[config.mk]
export PLATFORM = sky130hd
export DESIGN_NAME = sha1_byte_stream_hasher
export DESIGN_NICKNAME = d
export VERILOG_FILES = /design/src/sv/sha1bsh_pkg.sv /design/src/sv/sha1_byte_stream_hasher.sv /design/src/sv/sha1bsh_ctrl.sv /design/src/sv/sha1bsh_dp.sv
export VERILOG_INCLUDE_DIRS = /design/src /design/src/sv
export SDC_FILE = /design/constraint.sdc
export NUM_CORES = 2
export LEC_CHECK = 0
export ABC_AREA = 1
export CAP_MARGIN = 30
export CORE_UTILIZATION = 59
export DETAILED_ROUTE_END_ITERATION = 16
export DONT_BUFFER_PORTS = 1
export PLACE_DENSITY = 0.89
export SLEW_MARGIN = 20
export SYNTH_ARGS = -nofsm -noshare
export SYNTH_HDL_FRONTEND = slang
export SYNTH_SLANG_ARGS = --single-unit
[constraint.sdc]
create_clock -name clock -period 13.62 [get_ports clock]
set_input_delay 1.362 -clock clock [delete_from_list [all_inputs] [get_ports clock]]
set_output_delay 1.362 -clock clock [all_outputs]
set_load 0.01 [all_outputs]
[src/sv/sha1_byte_stream_hasher_assert.svh]
`ifndef SHA1_BYTE_STREAM_HASHER_ASSERT_SVH
`define SHA1_BYTE_STREAM_HASHER_ASSERT_SVH

// same-cycle implication, checked outside reset
`define SHA1BSH_ASSERT_NOW(lbl, ante, cons, msg) \
   lbl: assert property (@(posedge clock) disable iff (reset) (ante) |-> (cons)) else $error(msg);

// next-cycle implication, checked outside reset
`define SHA1BSH_ASSERT_NEXT(lbl, ante, cons, msg) \
   lbl: assert property (@(posedge clock) disable iff (reset) (ante) |=> (cons)) else $error(msg);

`endif

[src/sv/sha1bsh_pkg.sv]
`default_nettype none

package sha1bsh_pkg;

   localparam int unsigned WORD_W    = 32;
   localparam int unsigned BLOCK_W   = 512;
   localparam int unsigned COUNT_W   = 61;
   localparam int unsigned POS_W     = 6;
   localparam int unsigned RND_W     = 7;
   localparam int unsigned WIDX_W    = 3;
   localparam int unsigned NUM_WORDS = 5;

   localparam logic [RND_W-1:0]  LAST_ROUND  = 7'd79;
   localparam logic [RND_W-1:0]  SCHED_LOAD  = 7'd16;
   localparam logic [POS_W-1:0]  LEN_POS     = 6'd56;
   localparam logic [POS_W-1:0]  LAST_POS    = 6'd63;
   localparam logic [POS_W-1:0]  LEN_BYTES   = 6'd8;
   localparam logic [WIDX_W-1:0] LAST_WORD   = 3'd4;
   localparam logic [7:0]        PAD_MARK    = 8'h80;

   localparam logic OP_ABSORB = 1'b0;
   localparam logic OP_FINISH = 1'b1;

   typedef logic [WORD_W-1:0] word_type;

   typedef struct packed {
      logic       op;
      logic [7:0] data_byte;
   } req_type;

   typedef struct packed {
      logic [31:0] digest_word;
      logic        word_last;
   } rsp_type;

   typedef enum logic [2:0] {
      SHIFT_NONE,
      SHIFT_DATA,
      SHIFT_MARK,
      SHIFT_ZERO,
      SHIFT_LEN
   } shift_sel_type;

   typedef enum logic [3:0] {
      ST_IDLE,
      ST_BLOCK,
      ST_FOLD,
      ST_MARK,
      ST_ZERO,
      ST_PADBLK,
      ST_PADFOLD,
      ST_LASTBLK,
      ST_LASTFOLD,
      ST_EMIT
   } state_type;

   typedef struct packed {
      shift_sel_type      shift_sel;
      logic               round_en;
      logic [RND_W-1:0]   rnd;
      logic               fold;
      logic               emit;
      logic [WIDX_W-1:0]  word_idx;
      logic               init;
   } cmd_type;

   typedef struct packed {
      logic [POS_W-1:0] pos;
      logic             out_free;
   } sts_type;

   function automatic word_type init_word(input logic [WIDX_W-1:0] idx);
      word_type w;
      case (idx)
         3'd0:    w = 32'h67452301;
         3'd1:    w = 32'hEFCDAB89;
         3'd2:    w = 32'h98BADCFE;
         3'd3:    w = 32'h10325476;
         3'd4:    w = 32'hC3D2E1F0;
         default: w = '0;
      endcase
      return w;
   endfunction

   function automatic word_type round_const(input logic [RND_W-1:0] rnd);
      word_type k;
      priority if (rnd < 7'd20) k = 32'h5A827999;
      else if (rnd < 7'd40)     k = 32'h6ED9EBA1;
      else if (rnd < 7'd60)     k = 32'h8F1BBCDC;
      else                      k = 32'hCA62C1D6;
      return k;
   endfunction

   function automatic word_type round_f(input logic [RND_W-1:0] rnd,
                                        input word_type b, input word_type c,
                                        input word_type d);
      word_type f;
      priority if (rnd < 7'd20) f = (b & c) | (~b & d);
      else if (rnd < 7'd40)     f = b ^ c ^ d;
      else if (rnd < 7'd60)     f = (b & c) | (b & d) | (c & d);
      else                      f = b ^ c ^ d;
      return f;
   endfunction

endpackage

`default_nettype wire

[src/sv/sha1_byte_stream_hasher.sv]
// SHA-1 over a byte stream.
// req channel: one item per transfer, op absorb carries one message byte,
// op finish closes the message and requests its digest.
// rsp channel: five transfers per finish, the 32-bit digest words in
// big-endian order, word_last set on the fifth.
// An absorb transfer is taken in idle; the byte that completes a 64-byte block
// also starts the compression, 80 rounds at one round per cycle and then a fold
// into the chaining words, and no request is taken until that is done. A finish
// shifts in the padding bytes up to the length field, compresses one or two
// padding blocks, then emits the digest words.
// Results sit in an output register; a stalled receiver holds the digest
// words in place and stalls the emission, and with it the request channel;
// absorb transfers of the next message are taken as soon as the controller is back in idle.
// Reset loads the initial chaining words and clears the byte count; no result
// is pending after reset.
`default_nettype none

module sha1_byte_stream_hasher (
   input  wire logic                 clock,
   input  wire logic                 reset,
   input  wire logic                 req_valid,
   output logic                      req_ready,
   input  wire sha1bsh_pkg::req_type req_payload,
   output logic                      rsp_valid,
   input  wire logic                 rsp_ready,
   output sha1bsh_pkg::rsp_type      rsp_payload
);

   sha1bsh_pkg::cmd_type cmd;
   sha1bsh_pkg::sts_type sts;

   sha1bsh_ctrl u_ctrl (
      .clock     (clock),
      .reset     (reset),
      .req_valid (req_valid),
      .req_ready (req_ready),
      .req_op    (req_payload.op),
      .sts       (sts),
      .cmd       (cmd)
   );

   sha1bsh_dp u_dp (
      .clock       (clock),
      .reset       (reset),
      .data_byte   (req_payload.data_byte),
      .cmd         (cmd),
      .sts         (sts),
      .rsp_valid   (rsp_valid),
      .rsp_ready   (rsp_ready),
      .rsp_payload (rsp_payload)
   );

endmodule

`default_nettype wire

[src/sv/sha1bsh_ctrl.sv]
`default_nettype none

module sha1bsh_ctrl (
   input  wire logic                 clock,
   input  wire logic                 reset,
   input  wire logic                 req_valid,
   output logic                      req_ready,
   input  wire logic                 req_op,
   input  wire sha1bsh_pkg::sts_type sts,
   output sha1bsh_pkg::cmd_type      cmd
);

   sha1bsh_pkg::state_type state_ff, state_in;
   logic [sha1bsh_pkg::RND_W-1:0]  rnd_ff, rnd_in;
   logic [sha1bsh_pkg::WIDX_W-1:0] widx_ff, widx_in;

   logic rnd_last;
   assign rnd_last = (rnd_ff == sha1bsh_pkg::LAST_ROUND);

   // next state
   always_comb begin
      state_in = state_ff;
      unique case (state_ff)
         sha1bsh_pkg::ST_IDLE: begin
            if (req_valid) begin
               if (req_op == sha1bsh_pkg::OP_FINISH) begin
                  state_in = sha1bsh_pkg::ST_MARK;
               end else if (sts.pos == sha1bsh_pkg::LAST_POS) begin
                  state_in = sha1bsh_pkg::ST_BLOCK;
               end
            end
         end
         sha1bsh_pkg::ST_BLOCK: begin
            if (rnd_last) state_in = sha1bsh_pkg::ST_FOLD;
         end
         sha1bsh_pkg::ST_FOLD: state_in = sha1bsh_pkg::ST_IDLE;
         sha1bsh_pkg::ST_MARK: begin
            if (sts.pos == sha1bsh_pkg::LAST_POS) state_in = sha1bsh_pkg::ST_PADBLK;
            else                                  state_in = sha1bsh_pkg::ST_ZERO;
         end
         sha1bsh_pkg::ST_ZERO: begin
            if (sts.pos == sha1bsh_pkg::LEN_POS)       state_in = sha1bsh_pkg::ST_LASTBLK;
            else if (sts.pos == sha1bsh_pkg::LAST_POS) state_in = sha1bsh_pkg::ST_PADBLK;
         end
         sha1bsh_pkg::ST_PADBLK: begin
            if (rnd_last) state_in = sha1bsh_pkg::ST_PADFOLD;
         end
         sha1bsh_pkg::ST_PADFOLD: state_in = sha1bsh_pkg::ST_ZERO;
         sha1bsh_pkg::ST_LASTBLK: begin
            if (rnd_last) state_in = sha1bsh_pkg::ST_LASTFOLD;
         end
         sha1bsh_pkg::ST_LASTFOLD: state_in = sha1bsh_pkg::ST_EMIT;
         sha1bsh_pkg::ST_EMIT: begin
            if (sts.out_free && widx_ff == sha1bsh_pkg::LAST_WORD) begin
               state_in = sha1bsh_pkg::ST_IDLE;
            end
         end
         default: state_in = sha1bsh_pkg::ST_IDLE;
      endcase
   end

   // outputs and counters
   always_comb begin
      req_ready     = 1'b0;
      cmd           = '0;
      cmd.shift_sel = sha1bsh_pkg::SHIFT_NONE;
      cmd.rnd       = rnd_ff;
      cmd.word_idx  = widx_ff;
      rnd_in        = rnd_ff;
      widx_in       = widx_ff;
      unique case (state_ff)
         sha1bsh_pkg::ST_IDLE: begin
            req_ready = 1'b1;
            if (req_valid && req_op == sha1bsh_pkg::OP_ABSORB) begin
               cmd.shift_sel = sha1bsh_pkg::SHIFT_DATA;
            end
         end
         sha1bsh_pkg::ST_BLOCK, sha1bsh_pkg::ST_PADBLK, sha1bsh_pkg::ST_LASTBLK: begin
            cmd.round_en = 1'b1;
            rnd_in       = rnd_last ? '0 : rnd_ff + 1'b1;
         end
         sha1bsh_pkg::ST_FOLD, sha1bsh_pkg::ST_PADFOLD, sha1bsh_pkg::ST_LASTFOLD: begin
            cmd.fold = 1'b1;
         end
         sha1bsh_pkg::ST_MARK: cmd.shift_sel = sha1bsh_pkg::SHIFT_MARK;
         sha1bsh_pkg::ST_ZERO: begin
            if (sts.pos == sha1bsh_pkg::LEN_POS) cmd.shift_sel = sha1bsh_pkg::SHIFT_LEN;
            else                                 cmd.shift_sel = sha1bsh_pkg::SHIFT_ZERO;
         end
         sha1bsh_pkg::ST_EMIT: begin
            if (sts.out_free) begin
               cmd.emit = 1'b1;
               if (widx_ff == sha1bsh_pkg::LAST_WORD) begin
                  cmd.init = 1'b1;
                  widx_in  = '0;
               end else begin
                  widx_in = widx_ff + 1'b1;
               end
            end
         end
         default: ;
      endcase
   end

   always_ff @(posedge clock) begin
      if (reset) begin
         state_ff <= sha1bsh_pkg::ST_IDLE;
         rnd_ff   <= '0;
         widx_ff  <= '0;
      end else begin
         state_ff <= state_in;
         rnd_ff   <= rnd_in;
         widx_ff  <= widx_in;
      end
   end

`include "sha1_byte_stream_hasher_assert.svh"

   `SHA1BSH_ASSERT_NOW(a_emit_needs_room, cmd.emit, sts.out_free, "digest word loaded over a pending word")
   `SHA1BSH_ASSERT_NOW(a_init_on_last, cmd.init, cmd.emit && widx_ff == sha1bsh_pkg::LAST_WORD, "chain reinit before last digest word")
   `SHA1BSH_ASSERT_NOW(a_idle_round_zero, state_ff == sha1bsh_pkg::ST_IDLE, rnd_ff == '0 && widx_ff == '0, "counters not cleared in idle")
   `SHA1BSH_ASSERT_NEXT(a_block_folds, state_ff == sha1bsh_pkg::ST_BLOCK && rnd_last, state_ff == sha1bsh_pkg::ST_FOLD, "block rounds did not end in fold")

endmodule

`default_nettype wire

[src/sv/sha1bsh_dp.sv]
`default_nettype none

module sha1bsh_dp (
   input  wire logic                 clock,
   input  wire logic                 reset,
   input  wire logic [7:0]           data_byte,
   input  wire sha1bsh_pkg::cmd_type cmd,
   output sha1bsh_pkg::sts_type      sts,
   output logic                      rsp_valid,
   input  wire logic                 rsp_ready,
   output sha1bsh_pkg::rsp_type      rsp_payload
);

   localparam int unsigned W0  = sha1bsh_pkg::BLOCK_W - 1;
   localparam int unsigned W2  = sha1bsh_pkg::BLOCK_W - 1 - 2 * sha1bsh_pkg::WORD_W;
   localparam int unsigned W8  = sha1bsh_pkg::BLOCK_W - 1 - 8 * sha1bsh_pkg::WORD_W;
   localparam int unsigned W13 = sha1bsh_pkg::BLOCK_W - 1 - 13 * sha1bsh_pkg::WORD_W;

   sha1bsh_pkg::word_type chain_ff [sha1bsh_pkg::NUM_WORDS];
   sha1bsh_pkg::word_type chain_in [sha1bsh_pkg::NUM_WORDS];
   sha1bsh_pkg::word_type work_ff  [sha1bsh_pkg::NUM_WORDS];
   sha1bsh_pkg::word_type work_in  [sha1bsh_pkg::NUM_WORDS];

   logic [sha1bsh_pkg::BLOCK_W-1:0] blk_ff, blk_in;
   logic [sha1bsh_pkg::COUNT_W-1:0] count_ff, count_in;
   logic [sha1bsh_pkg::POS_W-1:0]   pos_ff, pos_in;
   logic                            rsp_valid_ff, rsp_valid_in;
   sha1bsh_pkg::rsp_type            rsp_ff, rsp_in;

   sha1bsh_pkg::word_type sched_mix, wt, temp;

   assign sched_mix = blk_ff[W13 -: sha1bsh_pkg::WORD_W] ^ blk_ff[W8 -: sha1bsh_pkg::WORD_W]
                    ^ blk_ff[W2 -: sha1bsh_pkg::WORD_W] ^ blk_ff[W0 -: sha1bsh_pkg::WORD_W];
   assign wt = (cmd.rnd < sha1bsh_pkg::SCHED_LOAD) ? blk_ff[W0 -: sha1bsh_pkg::WORD_W]
                                                   : {sched_mix[30:0], sched_mix[31]};
   assign temp = {work_ff[0][26:0], work_ff[0][31:27]}
               + sha1bsh_pkg::round_f(cmd.rnd, work_ff[1], work_ff[2], work_ff[3])
               + work_ff[4] + sha1bsh_pkg::round_const(cmd.rnd) + wt;

   always_comb begin
      blk_in   = blk_ff;
      pos_in   = pos_ff;
      count_in = count_ff;
      unique case (cmd.shift_sel)
         sha1bsh_pkg::SHIFT_DATA: begin
            blk_in   = {blk_ff[sha1bsh_pkg::BLOCK_W-9:0], data_byte};
            pos_in   = pos_ff + 1'b1;
            count_in = count_ff + 1'b1;
         end
         sha1bsh_pkg::SHIFT_MARK: begin
            blk_in = {blk_ff[sha1bsh_pkg::BLOCK_W-9:0], sha1bsh_pkg::PAD_MARK};
            pos_in = pos_ff + 1'b1;
         end
         sha1bsh_pkg::SHIFT_ZERO: begin
            blk_in = {blk_ff[sha1bsh_pkg::BLOCK_W-9:0], 8'h00};
            pos_in = pos_ff + 1'b1;
         end
         sha1bsh_pkg::SHIFT_LEN: begin
            blk_in = {blk_ff[sha1bsh_pkg::BLOCK_W-65:0], count_ff, 3'b000};
            pos_in = pos_ff + sha1bsh_pkg::LEN_BYTES;
         end
         sha1bsh_pkg::SHIFT_NONE: ;
         default: ;
      endcase
      if (cmd.round_en) begin
         blk_in = {blk_ff[sha1bsh_pkg::BLOCK_W-sha1bsh_pkg::WORD_W-1:0], wt};
      end
      if (cmd.init) begin
         count_in = '0;
      end
   end

   always_comb begin
      for (int i = 0; i < sha1bsh_pkg::NUM_WORDS; i++) begin
         chain_in[i] = chain_ff[i];
         work_in[i]  = work_ff[i];
      end
      if (cmd.round_en) begin
         work_in[0] = temp;
         work_in[1] = work_ff[0];
         work_in[2] = {work_ff[1][1:0], work_ff[1][31:2]};
         work_in[3] = work_ff[2];
         work_in[4] = work_ff[3];
      end
      // working set follows the chain so the next block starts from it
      if (cmd.fold) begin
         for (int i = 0; i < sha1bsh_pkg::NUM_WORDS; i++) begin
            chain_in[i] = chain_ff[i] + work_ff[i];
            work_in[i]  = chain_ff[i] + work_ff[i];
         end
      end
      if (cmd.init) begin
         for (int i = 0; i < sha1bsh_pkg::NUM_WORDS; i++) begin
            chain_in[i] = sha1bsh_pkg::init_word(i[sha1bsh_pkg::WIDX_W-1:0]);
            work_in[i]  = sha1bsh_pkg::init_word(i[sha1bsh_pkg::WIDX_W-1:0]);
         end
      end
   end

   always_comb begin
      rsp_in       = rsp_ff;
      rsp_valid_in = rsp_valid_ff;
      if (rsp_ready) rsp_valid_in = 1'b0;
      if (cmd.emit) begin
         rsp_valid_in          = 1'b1;
         rsp_in.digest_word    = chain_ff[cmd.word_idx];
         rsp_in.word_last      = (cmd.word_idx == sha1bsh_pkg::LAST_WORD);
      end
   end

   always_ff @(posedge clock) begin
      if (reset) begin
         count_ff     <= '0;
         pos_ff       <= '0;
         rsp_valid_ff <= 1'b0;
         for (int i = 0; i < sha1bsh_pkg::NUM_WORDS; i++) begin
            chain_ff[i] <= sha1bsh_pkg::init_word(i[sha1bsh_pkg::WIDX_W-1:0]);
            work_ff[i]  <= sha1bsh_pkg::init_word(i[sha1bsh_pkg::WIDX_W-1:0]);
         end
      end else begin
         count_ff     <= count_in;
         pos_ff       <= pos_in;
         rsp_valid_ff <= rsp_valid_in;
         for (int i = 0; i < sha1bsh_pkg::NUM_WORDS; i++) begin
            chain_ff[i] <= chain_in[i];
            work_ff[i]  <= work_in[i];
         end
      end
   end

   always_ff @(posedge clock) begin
      blk_ff <= blk_in;
      rsp_ff <= rsp_in;
   end

   assign sts.pos      = pos_ff;
   assign sts.out_free = !rsp_valid_ff || rsp_ready;
   assign rsp_valid    = rsp_valid_ff;
   assign rsp_payload  = rsp_ff;

endmodule

`default_nettype wire

==> reports/qor.yml <==
status: "complete, no violations"
hold_path.class: "register to register"
netlist_area_um2: 60800
synth.net_count: 8458
crit_type: "register to register"
finalSetupViolCount: 0
slew-limit-headroom_pct: 24.65
synth_seq_cells: 947
fin_tns_setup_ps: 0
fin_nets: 8233
path_max_fanout: 17
synth.avg_cell_area_um2: 7.510
drt_pass1_iterations: 7
synth_flop_cell: "edfxtp_1"
yosysWarnings: 0
cts.sinks: 947
dieArea_um2: 104300
cts_resized: 0
skew_ps: 58.46
slowest_stage: "o21ai_0"
synthArstFlopShare_pct: 0
grt_pass1_vias: 54227
maxSlewViolCount: 0
clockBufferDepth: 3
synth_edf_count: 545
cpPeakStageDelay_ps: 710
startpoint_type: "register"
rsz0062_at_grt: "no"
cpMostUsedCell: "nand2_1"
ioPinCount: 48
die_y_um: 323.0
fillers: 8890
area_growth_pct: 7.053
rows: 117
crit_chain: "nor2_1, nand2_1, clkinv_1, buf_8, o21ai_0, fa_1, fa_1, inv_1, fa_1, inv_1, ha_1, a21oi_1, nor2_1, nor2_1, nand2_1, nand2_1, nand2_1, nand2_1, nand4_1, nand3_1, nand2_1, nand2_1, nand3_1"
ys_top_cells_by_area: "edfxtp_1 27%, dfxtp_1 13%, o21ai_0 11%, nand2_1 10%, nor2_1 6.2%"
grt_usage_pct: 44.68
place_congestion: 1.099
ctsHoldBuffers: 0
synth.top_cell.area_share_pct: 26.92
core_um2: 102000
maxCapViolations: 0
vias_per_cell: 6.500
synthCells: 8095
wl_per_cell_um: 25.66
yosys-top-cells-count: "1623 x nand2_1, 1390 x o21ai_0, 1000 x nor2_1"
period_needed_ps: 5867
cts_max_level: 3
grt_pass1_wl_um: 347900
cts_setup_buffers: 0
tightest_slew_ps: 1118
finalCritPeriodShare_pct: 43.07
postRouteAntennaNets: 0
post-synth-top-count-cell: "nand2_1"
die_w_um: 323.0
ys_types: 63
hold_violations: 0
cts_root_buffer: "clkbuf_16"
drt-total-wl_um: 239300
cts_tree: "built"
fmax_ghz: 0.1705
ys_seq_area_share_pct: 40.16
cp.required_ps: 14160
endpoint_kind: "register"
yosys.area.top_type: "edfxtp_1"
grt_antenna_before_repair: 16
start_util_pct: 59.59
clk-insertion-delay-late_ps: 750
grt_overflow: 0
dp_hpwl_um: 176600
port_buffers: 0
drc: 0
vias: 60616
grt_max_degree: 195
drive_gt1_share_pct: 3.621
critPathArrivalTime_ps: 6410
cts_buffers: 101
cts.reportedPaths.clkPinSlew_ps: 70
drtIter0Drc: 9580
cell families after synthesis:
group,after synthesis,synth area share [%]
flops,947,40.16
fa+ha+maj,350,8.734
xor+xnor,136,1.959
buf+inv,1057,6.812
simple gates,3182,21.44
compound gates,2423,20.90
state kept, by name, summed over array words and instances, names as in the netlist:
register          count
u_ctrl.state_ff       4
u_dp.blk_ff         512
u_ctrl.widx_ff        3
u_dp.pos_ff           6
u_ctrl.rnd_ff         7
u_dp.count_ff        61
u_dp.chain_ff       160
u_dp.rsp_payload     33
u_dp.work_ff        160
u_dp.rsp_valid        1
through the flow:
stage	cells	setup WS, ps	area, um2	hold WS [ps]	util, %
3_5_place_dp	9129	7485	61460	465.9	60.23
6_report	9325	7753	65080	480.3	63.79
3_3_place_gp	9119	7389	61360	453.0	60.13
5_1_grt	9321	7361	65070	503.8	63.78
2_1_floorplan	8095	5153	60800	439.3	-
4_1_cts	9315	7408	64930	479.0	63.64
layout by cell type (no fill, tap or decap), types with 27 or more instances in the layout:
cell type / instances
edfxtp_1: 545
nand3_1: 295
xnor2_1: 109
buf_4: 54
dfxtp_1: 401
fa_1: 124
a21oi_1: 729
a31oi_1: 53
xor2_1: 27
ha_1: 226
nor3_1: 83
o21ai_1: 68
inv_1: 644
nand4_1: 79
o21ai_0: 1385
nand3b_1: 31
nand2_1: 1621
clkbuf_16: 103
nor2_1: 999
worst max-delay path: cells and delay by family, from the launching register on:
kind	cells	cell delay (ps)
flops	1	420
compound gates	2	940
buf+inv	4	1000
simple gates	13	1410
fa+ha+maj	4	1890
metal layers:
layer  wire length, um  global-route usage, %  share of wire, %  up-vias
li1                  -                      -                 -    27042
met3             33120                  13.30                14      679
met4             13170                  20.40               5.5       26
met1             93650                  61.96                39    28603
met2             99120                  63.94                41     4266
met5               253                      0              0.11        -
path summary, 6_finish.rpt:
kind | cells after the start | end | slack, ps | from
setup / recovery | 23 | u_dp.work_ff[0][26]$_SDFFE_PP1P_ | 7750 | u_ctrl.rnd_ff[4]$_SDFFE_PP0N_
hold / removal | 2 | u_dp.count_ff[40]$_SDFFE_PP0P_ | 480 | u_dp.count_ff[40]$_SDFFE_PP0P_
setup reg to reg | 23 | u_dp.work_ff[0][26]$_SDFFE_PP1P_ | 7750 | u_ctrl.rnd_ff[4]$_SDFFE_PP0N_
hold reg to reg | 2 | u_dp.count_ff[40]$_SDFFE_PP0P_ | 480 | u_dp.count_ff[40]$_SDFFE_PP0P_
area by class of cell:
| cell class | instances | area (um2) | area share, % |
|---|---|---|---|
| Sequential cell | 947 | 24410 | 37.51 |
| Tap cell | 1368 | 1712 | 2.630 |
| Clock buffer | 118 | 2634 | 4.047 |
| Antenna cell | 4 | 10.01 | 0.01538 |
| Timing Repair Buffer | 70 | 683.2 | 1.050 |
| Inverter | 659 | 2500 | 3.841 |
| Multi-Input combinational cell | 6091 | 32290 | 49.61 |
| Clock inverter | 68 | 840.8 | 1.292 |
Power is not shown: default switching activity piles up to over one toggle a cycle in this logic, so the estimate is an artifact.
